===== src/rtl/core/swbrm_pkg.sv =====
// Shared types, codes and constants of the sliding-window byte rate meter.
package swbrm_pkg;

    localparam int ACTION_W  = 2;
    localparam int AMOUNT_W  = 16;
    localparam int ELAPSED_W = 16;
    localparam int RATE_W    = 31;
    localparam int WMS_W     = 13;
    localparam int PMS_W     = 17;
    localparam int PBYTES_W  = 32;

    localparam logic [ACTION_W-1:0] ACT_COUNT = 2'd0;
    localparam logic [ACTION_W-1:0] ACT_TICK  = 2'd1;
    localparam logic [ACTION_W-1:0] ACT_CLEAR = 2'd2;

    localparam logic [PMS_W-1:0]    MIN_PUSH_MS     = 17'd100;
    localparam logic [RATE_W-1:0]   RATE_MAX        = {RATE_W{1'b1}};
    localparam logic [PBYTES_W-1:0] BYTES_MAX       = {PBYTES_W{1'b1}};
    localparam logic [WMS_W-1:0]    WINDOW_MS_RESET = 13'd5000;

    typedef struct packed {
        logic [PMS_W-1:0]    interval;
        logic [PBYTES_W-1:0] bytes;
    } hist_entry_t;

    typedef enum logic [3:0] {
        ST_IDLE,
        ST_EVAL,
        ST_CHK,
        ST_RETIRE,
        ST_PUSH,
        ST_MUL,
        ST_DIV,
        ST_FIN,
        ST_DONE
    } ctrl_state_t;

    typedef struct packed {
        logic accept;
        logic retire;
        logic push;
        logic div_init;
        logic div_step;
        logic div_fin;
        logic load_out;
    } dp_cmd_t;

    typedef struct packed {
        logic [ACTION_W-1:0] act;
        logic                short_tick;
        logic                need_retire;
        logic                full;
        logic                div_last;
        logic                out_free;
    } dp_status_t;

endpackage


===== src/rtl/core/swbrm_ctrl.sv =====
// Controller state machine of the byte rate meter.
module swbrm_ctrl
    import swbrm_pkg::*;
(
    input  logic       clk,
    input  logic       rst_n,
    input  logic       in_valid,
    output logic       in_ready,
    output dp_cmd_t    cmd,
    input  dp_status_t sts
);

    ctrl_state_t state_reg;
    ctrl_state_t state_next;

    always_ff @(posedge clk or negedge rst_n)
    begin
        if (!rst_n)
        begin
            state_reg <= ST_IDLE;
        end
        else
        begin
            state_reg <= state_next;
        end
    end

    always_comb
    begin
        state_next = state_reg;
        cmd        = '0;
        in_ready   = 1'b0;
        unique case (state_reg)
            ST_IDLE:
            begin
                in_ready = 1'b1;
                if (in_valid)
                begin
                    cmd.accept = 1'b1;
                    state_next = ST_EVAL;
                end
            end
            ST_EVAL:
            begin
                if (sts.act == ACT_TICK && !sts.short_tick)
                begin
                    state_next = ST_CHK;
                end
                else
                begin
                    state_next = ST_DONE;
                end
            end
            // head entry read is registered during this cycle
            ST_CHK:
            begin
                if (sts.need_retire || sts.full)
                begin
                    state_next = ST_RETIRE;
                end
                else
                begin
                    state_next = ST_PUSH;
                end
            end
            ST_RETIRE:
            begin
                cmd.retire = 1'b1;
                state_next = ST_CHK;
            end
            ST_PUSH:
            begin
                cmd.push   = 1'b1;
                state_next = ST_MUL;
            end
            ST_MUL:
            begin
                cmd.div_init = 1'b1;
                state_next   = ST_DIV;
            end
            ST_DIV:
            begin
                cmd.div_step = 1'b1;
                if (sts.div_last)
                begin
                    state_next = ST_FIN;
                end
            end
            ST_FIN:
            begin
                cmd.div_fin = 1'b1;
                state_next  = ST_DONE;
            end
            ST_DONE:
            begin
                if (sts.out_free)
                begin
                    cmd.load_out = 1'b1;
                    state_next   = ST_IDLE;
                end
            end
            default:
            begin
                state_next = ST_IDLE;
            end
        endcase
    end

endmodule


===== src/rtl/core/swbrm_dp.sv =====
// Datapath of the byte rate meter: pending sums, history ring, divider, output register.
module swbrm_dp
    import swbrm_pkg::*;
#(
    parameter int HISTORY_DEPTH = 64
)
(
    input  logic                 clk,
    input  logic                 rst_n,
    input  logic                 cfg_wr_en,
    input  logic [WMS_W-1:0]     cfg_wr_data,
    input  logic [ACTION_W-1:0]  action,
    input  logic [AMOUNT_W-1:0]  amount,
    input  logic [ELAPSED_W-1:0] elapsed,
    input  logic                 out_ready,
    output logic                 out_valid,
    output logic [RATE_W-1:0]    byte_rate,
    output logic                 window_updated,
    input  dp_cmd_t              cmd,
    output dp_status_t           sts
);

    localparam int PTR_W  = (HISTORY_DEPTH > 1) ? $clog2(HISTORY_DEPTH) : 1;
    localparam int CNT_W  = $clog2(HISTORY_DEPTH + 1);
    localparam int WT_W   = PMS_W + PTR_W;
    localparam int WB_W   = PBYTES_W + PTR_W;
    localparam int NUM_W  = WB_W + 10;
    localparam int STEP_W = $clog2(NUM_W);
    localparam logic [PTR_W:0]    DEPTH_P = (PTR_W + 1)'(HISTORY_DEPTH);
    localparam logic [CNT_W-1:0]  DEPTH_C = CNT_W'(HISTORY_DEPTH);
    localparam logic [STEP_W-1:0] STEP_LAST = STEP_W'(NUM_W - 1);

    hist_entry_t hist_mem [HISTORY_DEPTH];
    hist_entry_t rd_reg;

    logic [WMS_W-1:0]    window_ms_reg;
    logic [ACTION_W-1:0] act_reg;
    logic [PMS_W-1:0]    pending_ms_reg;
    logic [PBYTES_W-1:0] pending_bytes_reg;
    logic [PTR_W-1:0]    head_reg;
    logic [CNT_W-1:0]    count_reg;
    logic [WT_W-1:0]     window_time_reg;
    logic [WB_W-1:0]     window_bytes_reg;
    logic [RATE_W-1:0]   rate_reg;
    logic                upd_reg;
    logic                out_valid_reg;
    logic [RATE_W-1:0]   out_rate_reg;
    logic                out_upd_reg;

    logic [NUM_W-1:0]    num_reg;
    logic [WT_W-1:0]     div_reg;
    logic [WT_W-1:0]     rem_reg;
    logic [RATE_W-1:0]   quo_reg;
    logic                ovf_reg;
    logic [STEP_W-1:0]   step_reg;

    logic [PBYTES_W:0]   bytes_sum;
    logic [PTR_W:0]      tail_sum;
    logic [PTR_W-1:0]    tail;
    logic [PTR_W-1:0]    head_inc;
    logic [WT_W-1:0]     wms_ext;
    logic [NUM_W-1:0]    wb_ext;
    logic [WT_W:0]       trial;
    logic                trial_ge;

    assign bytes_sum = {1'b0, pending_bytes_reg} + (PBYTES_W + 1)'(amount);
    assign tail_sum  = {1'b0, head_reg} + (PTR_W + 1)'(count_reg);
    assign tail      = (tail_sum >= DEPTH_P) ? PTR_W'(tail_sum - DEPTH_P)
                                             : tail_sum[PTR_W-1:0];
    assign head_inc  = (head_reg == PTR_W'(HISTORY_DEPTH - 1)) ? '0 : head_reg + 1'b1;
    assign wms_ext   = WT_W'(window_ms_reg);
    assign wb_ext    = NUM_W'(window_bytes_reg);
    assign trial     = {rem_reg, num_reg[NUM_W-1]};
    assign trial_ge  = trial >= {1'b0, div_reg};

    assign sts.act         = act_reg;
    assign sts.short_tick  = pending_ms_reg < MIN_PUSH_MS;
    assign sts.need_retire = (window_time_reg > wms_ext) && (count_reg != '0);
    assign sts.full        = count_reg >= DEPTH_C;
    assign sts.div_last    = step_reg == STEP_LAST;
    assign sts.out_free    = !out_valid_reg || out_ready;

    assign out_valid      = out_valid_reg;
    assign byte_rate      = out_rate_reg;
    assign window_updated = out_upd_reg;

    // history ring, registered read of the oldest entry
    always_ff @(posedge clk)
    begin
        if (cmd.push)
        begin
            hist_mem[tail] <= '{interval: pending_ms_reg, bytes: pending_bytes_reg};
        end
        rd_reg <= hist_mem[head_reg];
    end

    always_ff @(posedge clk or negedge rst_n)
    begin
        if (!rst_n)
        begin
            window_ms_reg     <= WINDOW_MS_RESET;
            act_reg           <= ACT_COUNT;
            pending_ms_reg    <= '0;
            pending_bytes_reg <= '0;
            head_reg          <= '0;
            count_reg         <= '0;
            window_time_reg   <= '0;
            window_bytes_reg  <= '0;
            rate_reg          <= '0;
            upd_reg           <= 1'b0;
            out_valid_reg     <= 1'b0;
        end
        else
        begin
            if (cfg_wr_en)
            begin
                window_ms_reg <= cfg_wr_data;
            end
            if (cmd.accept)
            begin
                act_reg <= action;
                upd_reg <= 1'b0;
                unique case (action)
                    ACT_COUNT:
                    begin
                        pending_bytes_reg <= bytes_sum[PBYTES_W] ? BYTES_MAX
                                                                 : bytes_sum[PBYTES_W-1:0];
                    end
                    ACT_TICK:
                    begin
                        pending_ms_reg <= pending_ms_reg + PMS_W'(elapsed);
                    end
                    ACT_CLEAR:
                    begin
                        rate_reg <= '0;
                    end
                    default:
                    begin
                    end
                endcase
            end
            if (cmd.retire)
            begin
                window_time_reg  <= window_time_reg - WT_W'(rd_reg.interval);
                window_bytes_reg <= window_bytes_reg - WB_W'(rd_reg.bytes);
                head_reg         <= head_inc;
                count_reg        <= count_reg - 1'b1;
            end
            if (cmd.push)
            begin
                window_time_reg   <= window_time_reg + WT_W'(pending_ms_reg);
                window_bytes_reg  <= window_bytes_reg + WB_W'(pending_bytes_reg);
                count_reg         <= count_reg + 1'b1;
                pending_ms_reg    <= '0;
                pending_bytes_reg <= '0;
                upd_reg           <= 1'b1;
            end
            if (cmd.div_fin)
            begin
                rate_reg <= ovf_reg ? RATE_MAX : quo_reg;
            end
            if (cmd.load_out)
            begin
                out_valid_reg <= 1'b1;
            end
            else if (out_ready)
            begin
                out_valid_reg <= 1'b0;
            end
        end
    end

    // restoring divider, one numerator bit a cycle; payload needs no reset
    always_ff @(posedge clk)
    begin
        if (cmd.div_init)
        begin
            // x1000 = x1024 - x16 - x8
            num_reg  <= (wb_ext << 10) - (wb_ext << 4) - (wb_ext << 3);
            div_reg  <= (window_time_reg < (wms_ext >> 1)) ? wms_ext : window_time_reg;
            rem_reg  <= '0;
            quo_reg  <= '0;
            ovf_reg  <= 1'b0;
            step_reg <= '0;
        end
        else if (cmd.div_step)
        begin
            num_reg  <= num_reg << 1;
            rem_reg  <= trial_ge ? WT_W'(trial - {1'b0, div_reg}) : trial[WT_W-1:0];
            quo_reg  <= {quo_reg[RATE_W-2:0], trial_ge};
            ovf_reg  <= ovf_reg | quo_reg[RATE_W-1];
            step_reg <= step_reg + 1'b1;
        end
        if (cmd.load_out)
        begin
            out_rate_reg <= rate_reg;
            out_upd_reg  <= upd_reg;
        end
    end

endmodule


===== src/rtl/core/sliding_window_byte_rate_meter_unit.sv =====
// Top level of the sliding-window byte rate meter.
// Input channel in_valid/in_ready carries one word: action, amount, elapsed.
//   action count adds amount to the pending byte total (saturating at 32 bits),
//   tick adds elapsed ms; clear zeroes the reported rate.
// Output channel out_valid/out_ready returns one word per input word:
//   byte_rate (bytes per second) and window_updated (tick pushed an entry).
// cfg_wr_en/cfg_wr_data write window_ms; the user must do so only while the meter
//   is idle, since the block itself does not enforce it. Count, clear and short
//   ticks pass from accept through an evaluate state to the final state. A pushing
//   tick loops check/retire over old entries, pushes, then runs the divider,
//   one numerator bit a cycle (48 steps at depth 64), and goes to the final state.
// One word is in flight at a time; in_ready is high only while idle.
// The finished word sits in the output register, so the next word is taken
// while it waits; a stalled receiver holds the block in its final state.
// Reset clears pending sums, the ring pointers, the rate and window_ms to 5000.
// History RAM has no reset; only written entries are ever read.
module sliding_window_byte_rate_meter_unit
    import swbrm_pkg::*;
#(
    parameter int HISTORY_DEPTH = 64
)
(
    input  logic                 clk,
    input  logic                 rst_n,
    input  logic                 cfg_wr_en,
    input  logic [WMS_W-1:0]     cfg_wr_data,
    input  logic                 in_valid,
    output logic                 in_ready,
    input  logic [ACTION_W-1:0]  action,
    input  logic [AMOUNT_W-1:0]  amount,
    input  logic [ELAPSED_W-1:0] elapsed,
    output logic                 out_valid,
    input  logic                 out_ready,
    output logic [RATE_W-1:0]    byte_rate,
    output logic                 window_updated
);

    dp_cmd_t    cmd;
    dp_status_t sts;

    // sequencing: accept, retire loop, push, divide, deliver
    swbrm_ctrl u_ctrl (
        .clk      (clk),
        .rst_n    (rst_n),
        .in_valid (in_valid),
        .in_ready (in_ready),
        .cmd      (cmd),
        .sts      (sts)
    );

    // sums, history ring, divider and output register
    swbrm_dp #(
        .HISTORY_DEPTH (HISTORY_DEPTH)
    ) u_dp (
        .clk            (clk),
        .rst_n          (rst_n),
        .cfg_wr_en      (cfg_wr_en),
        .cfg_wr_data    (cfg_wr_data),
        .action         (action),
        .amount         (amount),
        .elapsed        (elapsed),
        .out_ready      (out_ready),
        .out_valid      (out_valid),
        .byte_rate      (byte_rate),
        .window_updated (window_updated),
        .cmd            (cmd),
        .sts            (sts)
    );

endmodule

===== config.mk =====
export PLATFORM = sky130hd
export DESIGN_NAME = sliding_window_byte_rate_meter_unit
export DESIGN_NICKNAME = d
export VERILOG_FILES = /design/src/rtl/core/swbrm_pkg.sv /design/src/rtl/core/swbrm_ctrl.sv /design/src/rtl/core/swbrm_dp.sv /design/src/rtl/core/sliding_window_byte_rate_meter_unit.sv
export SDC_FILE = /design/constraint.sdc
export NUM_CORES = 2
export LEC_CHECK = 0
export BUFFER_PORTS_ARGS = -buffer_cell sky130_fd_sc_hd__buf_2
export CAP_MARGIN = 20
export CORE_MARGIN = 3
export CORE_UTILIZATION = 31
export CTS_CLUSTER_DIAMETER = 30
export DETAILED_ROUTE_END_ITERATION = 16
export PLACE_DENSITY = 0.5
export SLEW_MARGIN = 15
export SYNTH_ARGS = -nofsm -noshare
export SYNTH_HDL_FRONTEND = slang
export SYNTH_SLANG_ARGS = --single-unit

===== constraint.sdc =====
create_clock -name clk -period 13.6 [get_ports clk]
set_clock_uncertainty 0.2 [all_clocks]
set_input_delay 0.68 -clock clk [delete_from_list [all_inputs] [get_ports clk]]
set_output_delay 0.68 -clock clk [all_outputs]
set_load 0.01 [all_outputs]

# Word level (Yosys, flattened, before mapping)
# Memories as Yosys holds them, arrays and structs flattened. A register that Yosys moved wholly into a read port is not among the register bits.
# Cells that the tools add are included.
# totals
n_memories	1
word_cells	126
inputBits	52
out_inout_bits	34
mem_bits_rw	3136
ff_bits	339
# op_classes
add_sub_neg	15
eq_ne	16
muxes	45
reduce_logical	21
magnitude_cmp	6
bitwise_logic	1
# mem_list
name	words	word_bits	read_ports	rd_clocked_by_memory_dff	wr	line	rtl
u_dp.hist_mem	64	49	1	1	1	swbrm_dp.sv:33	hist_entry_t hist_mem [HISTORY_DEPTH];
# ops
op	count
$mux 32	4
$mux 31	4
$mux 48	2
$mux 38	2
$mux 23	3
$mux 17	3
$sub 48x41->48	1
$sub 48x42->48	1
$add 38x32->38	1
$sub 38x32->38	1
$pmux 4 s9	1
$add 32x16->33	1
$ge 24x23->1	1
$add 23x17->23	1
$gt 23x13->1	1
$lt 23x12->1	1
$sub 23x17->23	1
$sub 23x23->23	1
$add 17x16->17	1
$lt 17x7->1 const B	1
$eq 4x3->1 const B	4
$mux 1	16
$mux 4	4
$reduce_bool 2->1	8
26 further kinds	40

# Longest topological paths before layout
# logic_depth
ltp_word	5
ltp_mapped	24
mapped_depth_nobuf	21

# Cells and area by module
# A second synthesis with hierarchy kept.
# unflattened
hier_cells	7322
area_unflattened_um2	143934.3
# by_module_without_submodules
mod	cells_each	seq_area_each_um2	area_each_um2	instances
swbrm_dp	7286	103660.7	143612.7	1
swbrm_ctrl	36	100.1	321.6	1

# Worst setup path before layout
# No wires, ideal clock.
# synth_path
path_type	reg-to-reg
from	register u_dp.count_reg[1]
to	memory u_dp.hist_mem[51][0] (netlist name), enable pin
path_stages_with_launch	9
slack_ps	8915
required_ps	12944
synth_period_minus_slack_ps	4685
arrival_time_ps	4029
n_path_buf	0
setup_ps	456
path_cell_list	dfrtp_1 > ha_1 > a21o_1 > a21oi_1 > o21bai_1 > a21oi_1 > xor2_1 > nand2_1 > nor2_1
# synth_between
elab_chain_len	3
word_cells_on_any_way	4
cone_classes	add/sub (2); order compare (1); mux (1)
# synth_lines
item	line	rtl
start, declared	swbrm_dp.sv:41	logic [CNT_W-1:0] count_reg;
start signal, assigned	swbrm_dp.sv:147	count_reg <= count_reg - 1'b1;
start signal, assigned	swbrm_dp.sv:153	count_reg <= count_reg + 1'b1;
$add 6x7->7 *	swbrm_dp.sv:67	assign tail_sum = {1'b0, head_reg} + (PTR_W + 1)'(count_reg);
$sub 6x1->6 or $ge 7x7->1 (tied branches)	swbrm_dp.sv:68	assign tail = (tail_sum >= DEPTH_P) ? PTR_W'(tail_sum - DEPTH_P)
$mux 6 *	swbrm_dp.sv:68	
end, declared	swbrm_dp.sv:33	
# Mark *: on every way between the ends. The rest lies on a longest branch, timed or not.

==> impl_results.html <==
<table>
<tr><th>Metric</th><th>Value</th></tr>
<tr><th colspan="2">Outcome</th></tr>
<tr><td>Run status</td><td>finished, final reports clean</td></tr>
<tr><th colspan="2">Routing</th></tr>
<tr><td>DR vias</td><td>76200</td></tr>
<tr><td>Remaining antenna violation count after routing</td><td>0</td></tr>
<tr><td>Detailed Routing Iterations Pass 1</td><td>6</td></tr>
<tr><td>Number of remaining DRC errors</td><td>0</td></tr>
<tr><td>Routed WL</td><td>414000 um</td></tr>
<tr><td>Routed wirelength normalized by instance count</td><td>28.1 um</td></tr>
<tr><td>Number of violations reported at the end of detailed-routing iteration 0</td><td>8259</td></tr>
<tr><td>Drt via density</td><td>5.17</td></tr>
<tr><th colspan="2">Hold path</th></tr>
<tr><td>Hold wc startpoint</td><td>elapsed[4]</td></tr>
<tr><td>Type of the worst min-delay path</td><td>in -&gt; reg</td></tr>
<tr><th colspan="2">Timing</th></tr>
<tr><td>Max-slew violation count</td><td>0</td></tr>
<tr><td>Setup violators final</td><td>0</td></tr>
<tr><td>Time the final worst path needs with I/O delays and setup</td><td>5900 ps</td></tr>
<tr><td>Unrepaired setup endpoints after global routing</td><td>no</td></tr>
<tr><td>Worst Max-Slew Pin Slew</td><td>1160 ps</td></tr>
<tr><td>Max_slew headroom</td><td>22.3%</td></tr>
<tr><td>Accumulated negative setup slack</td><td>0 ps</td></tr>
<tr><td>Final Hold Viols</td><td>0</td></tr>
<tr><td>Max Clk Rate</td><td>0.169 GHz</td></tr>
<tr><td>Fin crit share</td><td>43.4%</td></tr>
<tr><th colspan="2">Final layout</th></tr>
<tr><td>Number of nets in the final layout</td><td>8278</td></tr>
<tr><td>Sequential cell area</td><td>104000 sq um</td></tr>
<tr><td>Filler cell count</td><td>41300</td></tr>
<tr><td>Flip-flop count of the largest register, all copies and words added</td><td>3136</td></tr>
<tr><td>Layout overhead on the synthesized area</td><td>23.5%</td></tr>
<tr><td>Multi-input gate area in the final layout</td><td>38300 sq um</td></tr>
<tr><td>Post-route non-filler standard cell count</td><td>14700</td></tr>
<tr><td>Layout cell share with drive strength beyond 1</td><td>30.4%</td></tr>
<tr><th colspan="2">Logic synthesis</th></tr>
<tr><td>Post-synthesis average cell area</td><td>19.7 sq um</td></tr>
<tr><td>Number of enable flip-flop cells after synthesis</td><td>3236</td></tr>
<tr><td>Most frequent cell after synthesis</td><td>sky130_fd_sc_hd__edfxtp_1</td></tr>
<tr><td>Yosys top cell by area</td><td>sky130_fd_sc_hd__edfxtp_1</td></tr>
<tr><td>Count of different cell masters after synthesis</td><td>84</td></tr>
<tr><td>Synth top area share</td><td>67.8%</td></tr>
<tr><td>Sequential element share of the synthesized area</td><td>72.4%</td></tr>
<tr><td>Register bit total from synthesis</td><td>3521</td></tr>
<tr><td>Most frequently used flop master after synthesis</td><td>sky130_fd_sc_hd__edfxtp_1</td></tr>
<tr><td>Number of synthesis warnings</td><td>0</td></tr>
<tr><td>Synth cell count leaders</td><td>3236 x sky130_fd_sc_hd__edfxtp_1, 1029 x sky130_fd_sc_hd__mux4_2, 345 x sky130_fd_sc_hd__nand2_1</td></tr>
<tr><td>Most area-consuming cells after synthesis</td><td>sky130_fd_sc_hd__edfxtp_1 68%, sky130_fd_sc_hd__mux4_2 16%, sky130_fd_sc_hd__dfrtp_1 3.0%</td></tr>
<tr><td>Cell area after technology mapping</td><td>143000 sq um</td></tr>
<tr><td>Post-Synthesis Net Count</td><td>7580</td></tr>
<tr><td>Mapped Cells</td><td>7285</td></tr>
<tr><td>Share of async-settable or async-resettable flops after synthesis</td><td>4.97%</td></tr>
<tr><th colspan="2">Die</th></tr>
<tr><td>Area of the core</td><td>460000 sq um</td></tr>
<tr><td>Floorplan die area</td><td>471000 sq um</td></tr>
<tr><td>Initial Utilization</td><td>31.2%</td></tr>
<tr><td>FP Rows</td><td>249</td></tr>
<tr><td>Vertical die dimension</td><td>686 um</td></tr>
<tr><td>Number of top-level design ports</td><td>86</td></tr>
<tr><td>Die W</td><td>686 um</td></tr>
<tr><th colspan="2">Setup path</th></tr>
<tr><td>Startpoint of the most critical register-to-register path</td><td>u_dp.head_reg[1]</td></tr>
<tr><td>Class of the most critical setup path</td><td>reg -&gt; reg</td></tr>
<tr><td>Capturing element type of the critical path</td><td>flip-flop</td></tr>
<tr><td>Critical Path Fanout Max</td><td>114</td></tr>
<tr><td>Critical path data required time</td><td>14300 ps</td></tr>
<tr><td>Data arrival, critical path</td><td>6600 ps</td></tr>
<tr><td>Launching element type of the critical path</td><td>flip-flop</td></tr>
<tr><td>Worst setup path start</td><td>u_dp.head_reg[1]</td></tr>
<tr><th colspan="2">Clock network</th></tr>
<tr><td>Total clock sinks</td><td>3521</td></tr>
<tr><td>CTS tree</td><td>done</td></tr>
<tr><td>CTS Buf Count</td><td>688</td></tr>
<tr><td>Clock-pin slew on the worst setup and hold paths</td><td>50 ps</td></tr>
<tr><td>Clock insertion delay at the later pin of the skew report</td><td>1050 ps</td></tr>
<tr><td>Number of levels the H-tree was split into</td><td>6</td></tr>
<tr><td>Buffer depth of the longest clock path</td><td>4</td></tr>
<tr><td>Number of gates resized after cts</td><td>0</td></tr>
<tr><td>Clk root buf</td><td>sky130_fd_sc_hd__clkbuf_16</td></tr>
<tr><th colspan="2">Power</th></tr>
<tr><td>Overall power</td><td>42700 uW</td></tr>
<tr><td>Leakage power</td><td>0.0600 uW</td></tr>
<tr><td>Power per Cell Area</td><td>241 nW/um^2</td></tr>
<tr><td>Worst voltage drop across the vdd grid</td><td>0.000154 V</td></tr>
<tr><th colspan="2">GRT</th></tr>
<tr><td>Overflow left after global routing</td><td>0</td></tr>
<tr><td>Antenna violations before repair</td><td>21</td></tr>
<tr><td>First-pass GRT wire length</td><td>587000 um</td></tr>
<tr><td>Largest net degree at the start of global routing</td><td>115</td></tr>
<tr><td>Gr usage total</td><td>17.3%</td></tr>
<tr><td>Vias in the first global route</td><td>78200</td></tr>
<tr><th colspan="2">Placed design</th></tr>
<tr><td># placed instances</td><td>13400</td></tr>
<tr><td>Placer congestion estimate</td><td>0.806</td></tr>
<tr><td>DPL Wire Length</td><td>221000 um</td></tr>
<tr><td>I/O Buffers</td><td>85</td></tr>
<tr><th colspan="2">Job</th></tr>
<tr><td>Reported max-cap violation count</td><td>0</td></tr>
</table>
==> kinds of logic after synthesis <==
logic type	Yosys count	share of synthesized area (%)
AOI/OAI and AO/OA	829	3.48
xor gates and xnor gates	199	1.22
adders and majority gates	243	2.32
buffers and inverters	496	1.30
DFF	3521	72.4
muxes	1052	16.3
and+or+nand+nor	945	2.96
==> final cells by class <==
class | instances | share of cell area [%]
antenna | 7 | 0.00989
sequential | 3521 | 58.6
tap | 6149 | 4.34
timing repair buffer | 364 | 1.61
multi-input combinational | 3268 | 21.6
inverter | 140 | 0.298
clock buffer | 792 | 10.2
clock inverter | 490 | 3.36
==> report_power, final <==
group	total, uW	switching, uW	internal (uW)
sequential	13800	697	13100
combinational	11700	6810	4920
clock	17100	5880	11200
==> layer usage <==
metal	up-vias	part of all wire [%]	GRT usage (%)
li1	31600	-	-
met3	624	7.1	3.22
met5	-	0.0031	0
met4	2	2.2	4.42
met1	41000	43	24.4
met2	2961	47	27.6
==> through the flow <==
stage	hold WS, ps	cell area (sq um)	setup slack, ps	util (%)
floorplan	184	143000	8920	-
global placement	232	152000	7530	33.1
detailed placement	234	152000	7520	33.1
CTS	9.32	177000	7500	38.5
global route	78.8	177000	7210	38.5
finish	93.5	177000	7700	38.5
==> worst max-delay path, cell delays in order, from the launching register on <==
cell and delay [ps]:
sky130_fd_sc_hd__dfrtp_4 970, sky130_fd_sc_hd__buf_4 810, sky130_fd_sc_hd__buf_4 840, sky130_fd_sc_hd__buf_12 530
sky130_fd_sc_hd__buf_4 740, sky130_fd_sc_hd__mux4_2 410, sky130_fd_sc_hd__mux4_2 540, sky130_fd_sc_hd__mux4_2 470
==> path summary, 6_finish.rpt <==
| kind | endpoint | slack, ps | cells past startpoint |
|---|---|---|---|
| worst max-delay path | u_dp.rd_reg[22] | 7700 | 7 |
| worst min-delay path | u_dp.pending_ms_reg[4] | 90 | 4 |
| worst max register to register | u_dp.rd_reg[22] | 7700 | 7 |
| worst min register to register | u_dp.byte_rate[29] | 230 | 0 |
| max in group asynchronous | u_dp.pending_bytes_reg[3] | 11350 | 3 |
| min in group asynchronous | u_dp.out_valid | 130 | 2 |
==> cell usage in the layout, fill, tap and decap left out, types with 112 or more instances in the layout <==
cell type	count
sky130_fd_sc_hd__edfxtp_1	3236
sky130_fd_sc_hd__mux4_2	1029
sky130_fd_sc_hd__clkbuf_16	697
sky130_fd_sc_hd__nand2_1	344
sky130_fd_sc_hd__a21oi_1	268
sky130_fd_sc_hd__o21ai_0	255
sky130_fd_sc_hd__nor2_1	229
sky130_fd_sc_hd__ha_1	205
sky130_fd_sc_hd__buf_4	200
sky130_fd_sc_hd__inv_1	137
sky130_fd_sc_hd__dfrtp_1	119
sky130_fd_sc_hd__clkinv_2	112
==> what timing repair did <==
action,CTS,global route
setup buffers,0,0
hold buffers,69,0
hold endpoints to repair,149,0
No activity file was read; power rests on OpenSTA's default activity.
